$ cat config.mk
export PLATFORM = sky130hd
export DESIGN_NAME = nd_coordinate_address_generator
export DESIGN_NICKNAME = d
export VERILOG_FILES = /design/src/hw/rtl/ndag_pkg.sv /design/src/hw/rtl/ndag_ctrl.sv /design/src/hw/rtl/ndag_datapath.sv /design/src/hw/rtl/nd_coordinate_address_generator.sv
export VERILOG_INCLUDE_DIRS = /design/src /design/src/hw/rtl
export SDC_FILE = /design/constraint.sdc
export NUM_CORES = 2
export LEC_CHECK = 0
export ABC_AREA = 1
export BUFFER_PORTS_ARGS = -buffer_cell sky130_fd_sc_hd__buf_2
export CAP_MARGIN = 10
export CORE_ASPECT_RATIO = 2
export CORE_MARGIN = 4
export CORE_UTILIZATION = 55
export CTS_CLUSTER_SIZE = 14
export DETAILED_ROUTE_END_ITERATION = 10
export PLACE_DENSITY = 0.72
export SLEW_MARGIN = 15
export SYNTH_ARGS = -nofsm -noshare
export SYNTH_HDL_FRONTEND = slang
export SYNTH_SLANG_ARGS = --single-unit
$ cat constraint.sdc
create_clock -name clk -period 8.56 [get_ports clk]
set_input_delay 1.712 -clock clk [delete_from_list [all_inputs] [get_ports clk]]
set_output_delay 1.712 -clock clk [all_outputs]
set_load 0.05 [all_outputs]
$ cat src/hw/rtl/nd_coordinate_address_generator_assert.svh
// Assertion macros for the N-dimensional coordinate address generator.
// Included by the controller and the top level; depends on nothing else.
`ifndef ND_COORDINATE_ADDRESS_GENERATOR_ASSERT_SVH
`define ND_COORDINATE_ADDRESS_GENERATOR_ASSERT_SVH
`ifndef SYNTHESIS
`define NDAG_ASSERT_IMPL(label, clk, rst_n, prop, msg) \
	label: assert property (@(posedge clk) disable iff (!rst_n) prop) else $error(msg);
`define NDAG_ASSERT_ONEHOT(label, clk, rst_n, sig, msg) \
	label: assert property (@(posedge clk) disable iff (!rst_n) $onehot(sig)) else $error(msg);
`else
`define NDAG_ASSERT_IMPL(label, clk, rst_n, prop, msg)
`define NDAG_ASSERT_ONEHOT(label, clk, rst_n, sig, msg)
`endif
`endif

$ cat src/hw/rtl/ndag_pkg.sv
// Shared types and constants for the N-dimensional coordinate address generator.
// Used by the controller, the datapath and the top level; depends on nothing.
package ndag_pkg;

	localparam int NumDims    = 4;
	localparam int DimBits    = 16;
	localparam int OffsetBits = 32;
	localparam int NumRegs    = 8;
	localparam int RegIdxBits = 3;
	localparam int AmountBits = 32;
	localparam int OpBits     = 2;

	localparam logic [RegIdxBits-1:0] RegDimSizes  = 3'd0;
	localparam logic [RegIdxBits-1:0] RegBroadcast = 3'd1;

	typedef enum logic [OpBits-1:0] {
		OP_SET     = 2'd0,
		OP_INC     = 2'd1,
		OP_ADVANCE = 2'd2,
		OP_NONE    = 2'd3
	} op_t;

	// Commands from the controller to the datapath.
	typedef struct packed {
		logic load;      // capture a new item
		logic div_start; // start the division of one dimension
		logic div_step;  // one bit of the running division
		logic digit_wr;  // write the quotient/remainder into the dimension
		logic inc_step;  // one carry step of op 1
		logic mac_step;  // one multiply-accumulate step for the offsets
		logic clear_acc; // reset offset accumulators
		logic done;      // latch wrap and offsets into result
	} ctrl_cmd_t;

	typedef struct packed {
		logic div_last;  // division on its last bit
		logic dim_last;  // current dimension is the top one
		logic inc_done;  // op 1 carry stopped
	} ctrl_sts_t;

endpackage

$ cat src/hw/rtl/ndag_ctrl.sv
// Controller state machine of the address generator.
// Depends on ndag_pkg and the assertion macro header.
`include "nd_coordinate_address_generator_assert.svh"
module ndag_ctrl (
	input  logic                  clk,
	input  logic                  arst_n,
	input  logic                  in_valid,
	input  ndag_pkg::op_t         in_op,
	input  logic                  out_busy,
	input  ndag_pkg::ctrl_sts_t   sts,
	output logic                  in_ready,
	output logic                  res_valid,
	output ndag_pkg::ctrl_cmd_t   cmd
);

	typedef enum logic [5:0] {
		ST_IDLE  = 6'b000001,
		ST_DIVI  = 6'b000010,
		ST_DIV   = 6'b000100,
		ST_INC   = 6'b001000,
		ST_MAC   = 6'b010000,
		ST_EMIT  = 6'b100000
	} state_t;

	state_t state_q, state_nxt;
	ndag_pkg::op_t op_q;

	assign in_ready = (state_q == ST_IDLE);

	always_ff @(posedge clk or negedge arst_n) begin
		if (!arst_n) begin
			state_q <= ST_IDLE;
			op_q    <= ndag_pkg::OP_NONE;
		end else begin
			state_q <= state_nxt;
			if (in_valid && in_ready) op_q <= in_op;
		end
	end

	always_comb begin
		state_nxt = state_q;
		cmd       = '0;
		res_valid = 1'b0;
		unique case (state_q)
			ST_IDLE: begin
				if (in_valid) begin
					cmd.load = 1'b1;
					unique case (in_op)
						ndag_pkg::OP_SET, ndag_pkg::OP_ADVANCE: state_nxt = ST_DIVI;
						ndag_pkg::OP_INC: state_nxt = ST_INC;
						default: state_nxt = ST_MAC;
					endcase
				end
			end
			ST_DIVI: begin
				cmd.div_start = 1'b1;
				state_nxt = ST_DIV;
			end
			ST_DIV: begin
				cmd.div_step = 1'b1;
				if (sts.div_last) begin
					cmd.digit_wr = 1'b1;
					state_nxt = sts.dim_last ? ST_MAC : ST_DIVI;
				end
			end
			ST_INC: begin
				cmd.inc_step = 1'b1;
				if (sts.inc_done || sts.dim_last) state_nxt = ST_MAC;
			end
			ST_MAC: begin
				cmd.mac_step = 1'b1;
				if (sts.dim_last) state_nxt = ST_EMIT;
			end
			ST_EMIT: begin
				if (!out_busy) begin
					res_valid = 1'b1;
					cmd.done  = 1'b1;
					state_nxt = ST_IDLE;
				end
			end
			default: state_nxt = ST_IDLE;
		endcase
		if (state_q != ST_MAC && state_nxt == ST_MAC) cmd.clear_acc = 1'b1;
	end

	`NDAG_ASSERT_ONEHOT(a_state_onehot, clk, arst_n, state_q, "state not one-hot")
	`NDAG_ASSERT_IMPL(a_load_idle, clk, arst_n, cmd.load |-> state_q == ST_IDLE, "load outside idle")
	`NDAG_ASSERT_IMPL(a_emit_idle, clk, arst_n, res_valid |=> state_q == ST_IDLE, "emit not back to idle")
	`NDAG_ASSERT_IMPL(a_div_op, clk, arst_n, state_q == ST_DIV |-> (op_q == ndag_pkg::OP_SET || op_q == ndag_pkg::OP_ADVANCE), "division for wrong op")

endmodule

$ cat src/hw/rtl/ndag_datapath.sv
// Datapath of the address generator: coordinate, bit-serial divider, offset accumulators.
// Depends on ndag_pkg.
module ndag_datapath #(
	parameter int NUM_DIMS    = ndag_pkg::NumDims,
	parameter int DIM_BITS    = ndag_pkg::DimBits,
	parameter int OFFSET_BITS = ndag_pkg::OffsetBits
) (
	input  logic                        clk,
	input  logic                        arst_n,
	input  ndag_pkg::ctrl_cmd_t         cmd,
	output ndag_pkg::ctrl_sts_t         sts,
	input  ndag_pkg::op_t               in_op,
	input  logic [ndag_pkg::AmountBits-1:0] in_amount,
	input  logic [63:0]                 dim_sizes,
	input  logic [11:0]                 bcast,
	input  logic [63:0]                 strides [6],
	output logic [OFFSET_BITS-1:0]      offset_a,
	output logic [OFFSET_BITS-1:0]      offset_b,
	output logic [OFFSET_BITS-1:0]      offset_c,
	output logic                        wrapped
);

	localparam int DIdxBits = (NUM_DIMS > 1) ? $clog2(NUM_DIMS) : 1;
	// Running value: amount plus one coordinate digit fits in 33 bits.
	localparam int NBits    = ndag_pkg::AmountBits + 1;
	localparam int BitCntW  = $clog2(NBits);

	logic [DIM_BITS-1:0]  coord_q [NUM_DIMS];
	logic [DIdxBits-1:0]  dim_q;
	logic [NBits-1:0]     n_q;      // dividend, becomes quotient
	logic [DIM_BITS:0]    rem_q;
	logic [BitCntW-1:0]   bit_q;
	logic                 advance_q;
	logic                 wrap_q;
	logic                 inc_carry_q;
	logic [OFFSET_BITS-1:0] acc_q [3];

	// Size of the current dimension, zero or missing reading as one.
	logic [DIM_BITS-1:0] size_cur;
	always_comb begin
		size_cur = DIM_BITS'(1);
		if (32'(dim_q) * DIM_BITS < 64)
			size_cur = DIM_BITS'(dim_sizes >> (32'(dim_q) * DIM_BITS));
		if (size_cur == '0) size_cur = DIM_BITS'(1);
	end

	assign sts.dim_last = (32'(dim_q) == NUM_DIMS - 1);
	assign sts.div_last = (bit_q == '0);

	// Restoring division, one bit a cycle, MSB first.
	logic [DIM_BITS+1:0] trial;
	assign trial = {rem_q, n_q[NBits-1]} - {2'b0, size_cur};

	// Stride and broadcast for the MAC step of tensor t.
	function automatic logic [31:0] stride_sel(input logic [63:0] lo, input logic [63:0] hi,
			input logic [DIdxBits-1:0] d);
		logic [31:0] r;
		r = '0;
		if (32'(d) < 4) begin
			unique case (2'(d))
				2'd0: r = lo[31:0];
				2'd1: r = lo[63:32];
				2'd2: r = hi[31:0];
				default: r = hi[63:32];
			endcase
		end
		return r;
	endfunction

	logic [31:0] prod [3];
	always_comb begin
		for (int t = 0; t < 3; t++) begin
			logic [31:0] c;
			logic        bc;
			bc = (32'(dim_q) < 4) ? bcast[4*t + 32'(dim_q)] : 1'b0;
			c  = bc ? 32'd0 : 32'(coord_q[dim_q]);
			prod[t] = c * stride_sel(strides[2*t], strides[2*t+1], dim_q);
		end
	end

	always_ff @(posedge clk or negedge arst_n) begin
		if (!arst_n) begin
			for (int d = 0; d < NUM_DIMS; d++) coord_q[d] <= '0;
			dim_q       <= '0;
			wrap_q      <= 1'b0;
			wrapped     <= 1'b0;
			inc_carry_q <= 1'b0;
			advance_q   <= 1'b0;
		end else begin
			if (cmd.load) begin
				dim_q       <= '0;
				n_q         <= NBits'(in_amount);
				advance_q   <= (in_op == ndag_pkg::OP_ADVANCE);
				wrap_q      <= 1'b0;
				inc_carry_q <= 1'b1;
			end
			if (cmd.div_start) begin
				n_q   <= advance_q ? n_q + NBits'(coord_q[dim_q]) : n_q;
				rem_q <= '0;
				bit_q <= BitCntW'(NBits - 1);
			end
			if (cmd.div_step) begin
				if (!trial[DIM_BITS+1]) rem_q <= trial[DIM_BITS:0];
				else rem_q <= {rem_q[DIM_BITS-1:0], n_q[NBits-1]};
				n_q   <= {n_q[NBits-2:0], ~trial[DIM_BITS+1]};
				bit_q <= bit_q - 1'b1;
			end
			if (cmd.digit_wr) begin
				coord_q[dim_q] <= (!trial[DIM_BITS+1]) ? trial[DIM_BITS-1:0]
				                                       : {rem_q[DIM_BITS-2:0], n_q[NBits-1]};
				if (sts.dim_last)
					wrap_q <= ({n_q[NBits-2:0], ~trial[DIM_BITS+1]} != '0);
				else
					dim_q <= dim_q + 1'b1;
			end
			if (cmd.inc_step) begin
				if (inc_carry_q) begin
					if (coord_q[dim_q] < size_cur - 1'b1) begin
						coord_q[dim_q] <= coord_q[dim_q] + 1'b1;
						inc_carry_q    <= 1'b0;
					end else begin
						coord_q[dim_q] <= '0;
						if (sts.dim_last) wrap_q <= 1'b1;
					end
				end
				if (!sts.dim_last && !sts.inc_done) dim_q <= dim_q + 1'b1;
			end
			if (cmd.clear_acc) dim_q <= '0;
			if (cmd.mac_step && !sts.dim_last) dim_q <= dim_q + 1'b1;
			if (cmd.done) wrapped <= wrap_q;
		end
	end

	// op 1 stops once a digit took the increment.
	assign sts.inc_done = !inc_carry_q;

	always_ff @(posedge clk) begin
		for (int t = 0; t < 3; t++) begin
			if (cmd.clear_acc) acc_q[t] <= '0;
			else if (cmd.mac_step) acc_q[t] <= acc_q[t] + OFFSET_BITS'(prod[t]);
		end
		if (cmd.done) begin
			offset_a <= acc_q[0];
			offset_b <= acc_q[1];
			offset_c <= acc_q[2];
		end
	end

endmodule

$ cat src/hw/rtl/nd_coordinate_address_generator.sv
// From input accept to m_tvalid, op 0 and op 2 run, per dimension, a start step and a
// 33-bit division, then one offset step per dimension and an emit step. Op 1 runs carry
// steps up to the digit that takes the increment, or up to the top dimension when it
// wraps, then the offset steps; op 3 runs only the offset steps and the emit step.
// One item is in flight; the next can be accepted as soon as the result is registered.
// Reset (arst_n low, async) clears the coordinate, sizes one, zero strides.
// Depends on ndag_pkg, ndag_ctrl, ndag_datapath and the assertion macro header.
`include "nd_coordinate_address_generator_assert.svh"
module nd_coordinate_address_generator #(
	parameter int NUM_DIMS    = ndag_pkg::NumDims,
	parameter int DIM_BITS    = ndag_pkg::DimBits,
	parameter int OFFSET_BITS = ndag_pkg::OffsetBits
) (
	input  logic        clk,
	input  logic        arst_n,
	// Input beat: tdata = op in bits 1:0, amount in bits 33:2, zero-padded to 40 bits.
	input  logic        s_tvalid,
	output logic        s_tready,
	input  logic [39:0] s_tdata,
	// Result beat: tdata = offset_a, offset_b, offset_c from bit 0 upward; tuser = wrapped.
	output logic        m_tvalid,
	input  logic        m_tready,
	output logic [3*OFFSET_BITS-1:0] m_tdata,
	output logic        m_tuser,
	// Configuration write.
	input  logic        cfg_valid,
	output logic        cfg_ready,
	input  logic [ndag_pkg::RegIdxBits-1:0] cfg_index,
	input  logic [63:0] cfg_data
);

	logic [63:0] regs_q [ndag_pkg::NumRegs];
	logic [63:0] strides [6];

	assign cfg_ready = 1'b1;

	always_ff @(posedge clk or negedge arst_n) begin
		if (!arst_n) begin
			for (int i = 0; i < ndag_pkg::NumRegs; i++) regs_q[i] <= '0;
			regs_q[ndag_pkg::RegDimSizes] <= 64'h0001_0001_0001_0001;
		end else if (cfg_valid) begin
			if (cfg_index == ndag_pkg::RegBroadcast)
				regs_q[cfg_index] <= {52'd0, cfg_data[11:0]};
			else
				regs_q[cfg_index] <= cfg_data;
		end
	end

	always_comb for (int i = 0; i < 6; i++) strides[i] = regs_q[i + 2];

	ndag_pkg::ctrl_cmd_t cmd;
	ndag_pkg::ctrl_sts_t sts;
	logic res_valid;
	logic [OFFSET_BITS-1:0] off_a, off_b, off_c;
	logic wrap;

	// Result register; the controller holds in emit until it is free.
	logic out_valid_q;
	assign m_tvalid = out_valid_q;

	always_ff @(posedge clk or negedge arst_n) begin
		if (!arst_n) out_valid_q <= 1'b0;
		else if (res_valid) out_valid_q <= 1'b1;
		else if (m_tready) out_valid_q <= 1'b0;
	end

	ndag_ctrl u_ctrl (
		.clk      (clk),
		.arst_n   (arst_n),
		.in_valid (s_tvalid),
		.in_op    (ndag_pkg::op_t'(s_tdata[1:0])),
		.out_busy (out_valid_q && !m_tready),
		.sts      (sts),
		.in_ready (s_tready),
		.res_valid(res_valid),
		.cmd      (cmd)
	);

	ndag_datapath #(
		.NUM_DIMS   (NUM_DIMS),
		.DIM_BITS   (DIM_BITS),
		.OFFSET_BITS(OFFSET_BITS)
	) u_dp (
		.clk      (clk),
		.arst_n   (arst_n),
		.cmd      (cmd),
		.sts      (sts),
		.in_op    (ndag_pkg::op_t'(s_tdata[1:0])),
		.in_amount(s_tdata[33:2]),
		.dim_sizes(regs_q[ndag_pkg::RegDimSizes]),
		.bcast    (regs_q[ndag_pkg::RegBroadcast][11:0]),
		.strides  (strides),
		.offset_a (off_a),
		.offset_b (off_b),
		.offset_c (off_c),
		.wrapped  (wrap)
	);

	assign m_tdata = {off_c, off_b, off_a};
	assign m_tuser = wrap;

	`NDAG_ASSERT_IMPL(a_out_hold, clk, arst_n, (m_tvalid && !m_tready) |=> m_tvalid, "result dropped")
	`NDAG_ASSERT_IMPL(a_no_overwrite, clk, arst_n, res_valid |-> (!out_valid_q || m_tready), "result overwritten")
	`NDAG_ASSERT_IMPL(a_accept_once, clk, arst_n, (s_tvalid && s_tready) |=> !s_tready, "second item accepted")

endmodule

## Word level (Yosys, flattened, before mapping)

Memories as Yosys holds them, arrays and structs flattened.
Index checks and enable logic that the tools add are counted.

| storage, ports and cells | value |
|---|---|
| bits in registers | 741 |
| bits in writable memories | 96 |
| input bits | 112 |
| output and inout port bits | 100 |
| word-level logic and storage cells | 180 |
| memories kept | 1 |

| operators by class | value |
|---|---|
| $add $sub $neg | 11 |
| multiply operators | 3 |
| order comparisons | 9 |
| equality and inequality tests | 15 |
| shifts and indexed selects | 1 |
| mux-type cells | 86 |
| bitwise gates (word level) | 8 |
| reduce and logical (&&, ||, !) cells | 21 |

Memory list:

| name | words | bits a word | rd ports | clocked after Yosys merged registers in | write ports | RTL line | text |
|---|---|---|---|---|---|---|---|
| u_dp.acc_q | 3 | 32 | 3 | 0 | 3 | ndag_datapath.sv:36 | `logic [OFFSET_BITS-1:0] acc_q [3];` |

Operators with widths:

| operator | number |
|---|---|
| $bwmux 512 | 2 |
| $mux 512 | 1 |
| $mux 64 | 5 |
| $pmux 32 s3 | 3 |
| $demux 64 s3 | 1 |
| $mux 16 | 9 |
| $mux 33 | 4 |
| $bwmux 64 | 2 |
| $add 32x32->32 | 3 |
| $mul 32x32->32 | 3 |
| $mux 32 | 3 |
| $and 64x64->64 | 1 |
| $lt 32x5->1 const B | 2 |
| $not 64->64 | 1 |
| $shr 64x6->16 | 1 |
| $mux 17 | 3 |
| $mux 6 | 7 |
| $pmux 6 s6 | 1 |
| $add 33x16->33 | 1 |
| $reduce_bool 33->1 | 1 |
| $bmux 16 s2 | 1 |
| $demux 16 s2 | 1 |
| $mux 1 | 30 |
| $sub 18x16->18 | 1 |
| other kinds (44) | 67 |

## Longest topological paths before layout

| depth | value |
|---|---|
| depth in word-level cells | 13 |
| depth in mapped cells | 43 |
| gate-level depth less buffers | 37 |

## By module

Synthesis repeated with hierarchy kept, for this count alone.

| unflattened totals | value |
|---|---|
| cell total of the unflattened synthesis | 9434 |
| area total of the unflattened synthesis | 76211.8 sq um |

By module, submodules not included:

| module | times used | cells each | area an instance (sq um) | seq. area each (sq um) |
|---|---|---|---|---|
| ndag_datapath | 1 | 7333 | 57611.5 | 9198.8 |
| nd_coordinate_address_generator | 1 | 2020 | 18102.4 | 11541.1 |
| ndag_ctrl | 1 | 81 | 498.0 | 151.4 |

## Least setup slack after synthesis

Ideal clock, no wire load.

| timing | value |
|---|---|
| path type | flip-flop to flip-flop |
| from | reg u_dp.dim_q[0] |
| to | mem u_dp.acc_q[1][23] (netlist bit) (data pin) |
| setup time | 0.253 ns |
| data arrival time | 7.421 ns |
| required time | 8.307 ns |
| slack | 0.886 ns |
| cell stages (with the launch flop) | 41 |
| buffers on the path | 8 |
| path through | dfrtp_1 buf_6 inv_6 buf_12 buf_6 ha_1 buf_2 buf_2 clkbuf_1 buf_1 nand2_1 nand2_1 o22ai_1 inv_1 clkbuf_1 nand2_1 fa_1 fa_1 [5 not listed] fa_1 inv_1 ha_1 nand2_1 nor2_1 nand3_1 nand3_1 nand2_1 nand2_1 a21oi_1 o21ai_0 nand3_1 nand2_1 nand2_1 o211ai_1 nand2_1 nand2_1 nor2_1 |

RTL lines:

| item | RTL line | text |
|---|---|---|
| from (decl) | ndag_datapath.sv:29 | `logic [DIdxBits-1:0] dim_q;` |
| from (signal assigned) | ndag_datapath.sv:114 | `dim_q <= dim_q + 1'b1;` |
| from (signal assigned) | ndag_datapath.sv:126 | `if (!sts.dim_last && !sts.inc_done) dim_q <= dim_q + 1'b1;` |
| from (signal assigned) | ndag_datapath.sv:129 | `if (cmd.mac_step && !sts.dim_last) dim_q <= dim_q + 1'b1;` |
| to (decl) | ndag_datapath.sv:36 |  |

==> reports/results.ini <==
[finish]
nNetsFinal = 10562
layout-drive-gt1-share_pct = 8.05
postLayoutCellArea_um2 = 80600
layout.cells.non_filler = 10974
syn_to_final_growth_pct = 8.75

[setup_path]
max_stage_delay_ps = 570
cp_data_required_time_ps = 9000
critPathSlowestCell = clkinv_1
cp_max_fo = 43
start_kind = register
critical_path_class = register to register
worstSetupEndpointType = register
arrival_ps = 8790

[job]
cap_violations = 0

[timing]
skew_ps = 67.4
rsz0062_at_grt = no
timing.final.ws_setup_ps = 216
worst_pin_slew_ps = 1130
slew_viol_final = 0
final.min_clock_period_ps = 8340
max_freq_mhz = 120
relSlewSlack_pct = 24.8
period_share_pct = 97.5
finalHoldViolCount = 0
finalSetupViolations = 0

[logic_synthesis]
synthXorXnorAreaFrac_pct = 0.815
ys_dominant_reg_cell = dfrtp_1
seq_area_frac_synth_pct = 28.2
synth-simple-area-share_pct = 17.6
synth_top_family_by_area = adder cells
synthTopCellsByCount = nand2_1, inv_1, fa_1
synthCells = 9011
async_flop_share_pct = 68.4
yosysTopAreaCellShare_pct = 27.1
yosys_warnings = 0
synth_area_um2 = 74100
synth_edf_count = 248
postSynthNetCount = 10386
synthTopCellsByArea = fa_1, dfrtp_1, nand2_1, edfxtp_1, inv_1
synth_mux_area_share_pct = 0
synth_adder_area_share_pct = 31.5
yosysMostFrequentCell = nand2_1
synth_compound_area_share_pct = 10.1
yosysUniqueCellTypes = 63
synth_top_cell_by_area = fa_1
syn_area_per_cell_um2 = 8.23
yosys_register_bits = 785

[floorplan]
initial_core_util_pct = 55.3
ioPinCount = 212
die_width_um = 268
row_count = 190
die-area_um2 = 141000
die_h_um = 527
design.core.area_um2 = 134000

[routing]
ant_nets = 0
vias = 62939
drt_first_pass_iters = 6
vias_per_cell = 5.74
finalWirelength_um = 251000
wl_per_cell_um = 22.9
route.detailed.drc = 0
drt_iter0_markers = 5205

[placed_design]
port_buffers = 204
place_congestion = 1.01
dp_hpwl_um = 196000
place_inst = 10834
placed_area_um2 = 77800
pre_cts_ws_ps = -157

[clock_tree]
cts_tree = done
clock-sinks = 785
clk_pin_slew_ps = 70
cts_root_buffer = clkbuf_16
numCtsBuffers = 75
clock_path_buffers = 3
cts_max_level = 3
hold_buffers = 0
clk_latency_ps = 720

[global_routing]
antenna_found_initial = 4
grt_max_degree = 141
grt_pass1_wl_um = 380000
grtUsageTotal_pct = 35.9
gr-total-overflow = 0
grt_pass1_vias = 65663

[run_status]
outcome = completed

[worst_hold_path]
hold_path_class = register to register

[placed cells by master, fill, tap and decap left out, drive strengths merged, types with 3 or more instances in the layout]
| cell | Yosys | layout |
|---|---|---|
| clkinv | 30 | 45 |
| xnor2 | 27 | 27 |
| a21o | 10 | 10 |
| o21bai | 14 | 14 |
| o211ai | 30 | 30 |
| fa | 1004 | 1004 |
| diode | 0 | 3 |
| a211oi | 6 | 6 |
| o31ai | 4 | 4 |
| or2 | 18 | 18 |
| bufinv | 0 | 5 |
| nor4 | 15 | 15 |
| edfxtp | 248 | 248 |
| a221oi | 3 | 3 |
| o21a | 30 | 30 |
| clkbuf | 273 | 100 |
| inv | 1891 | 1900 |
| a31oi | 12 | 12 |
| nor2 | 728 | 728 |
| o221ai | 11 | 11 |
| clkinvlp | 0 | 4 |
| a41oi | 4 | 4 |
| nand3 | 226 | 226 |
| a21boi | 5 | 5 |
| xor2 | 42 | 42 |
| nand3b | 16 | 16 |
| o21ai | 648 | 648 |
| dfrtp | 532 | 532 |
| ha | 259 | 259 |
| o22ai | 82 | 82 |
| nor3 | 28 | 28 |
| a21oi | 462 | 462 |
| nand2 | 2184 | 2184 |
| nand4 | 35 | 35 |
| dfstp | 5 | 5 |
| buf | 77 | 449 |
| a22o | 43 | 43 |
[layout make-up]
class / instances / area [um^2]
Fill cell: 12162 / 53500
Multi-Input combinational cell: 5955 / 44700
Sequential cell: 785 / 20900
Inverter: 1921 / 7240
Timing Repair Buffer: 449 / 3020
Tap cell: 1728 / 2160
Clock buffer: 100 / 2080
Clock inverter: 33 / 474
Antenna cell: 3 / 7.51
[path summary, 6_finish.rpt]
check,from,slack [ps],depth (start not counted),endpoint
setup / recovery,u_dp.dim_q[0],220,30,u_dp.acc_q[1][31]
hold / removal,u_dp.acc_q[2][14],450,0,u_dp.offset_c[14]
setup reg to reg,u_dp.dim_q[0],220,30,u_dp.acc_q[1][31]
hold reg to reg,u_dp.acc_q[2][14],450,0,u_dp.offset_c[14]
max in group asynchronous,arst_n,5310,3,regs_q[76]
min in group asynchronous,arst_n,1030,1,regs_q[379]
[what timing repair did]
| action | CTS | global route |
|---|---|---|
| endpoints found under the setup margin | 7 | 24 |
| gates resized for setup | 6 | 27 |
| buffers inserted | 0 | 2 |
[per-stage QoR]
stage,setup TNS [ps],util [%],hold WS (ps)
after floorplan,0,-,426
after global placement,-43.9,58.1,435
after detailed placement,-416,58.1,433
after CTS,0,60.0,447
after global routing,0,60.1,459
final,0,60.1,448
[cell families after synthesis]
| kind of cell | Yosys count |
|---|---|
| compound gates | 1367 |
| xor+xnor | 69 |
| fa+ha+maj | 1263 |
| buf+inv | 2271 |
| flops | 785 |
| other cells | 1 |
| simple gates | 3255 |
[critical path, delay by kind of cell (launching register included)]
family          cells  cell delay (ps)
buf+inv             9             1660
flops               1              490
simple gates       10             1530
compound gates      3              710
fa+ha+maj           8             3610
[routing by layer]
metal	up-vias	global-route usage [%]	share of wire, %
met2	2944	61.3	49
met5	-	0	0
met3	1147	5.20	6.6
met4	0	31.5	11
li1	27765	-	-
met1	31083	38.4	33
Power is left out: the tool's default activity adds up to more than one toggle a clock period on the data nets, which glitch-free logic cannot reach.
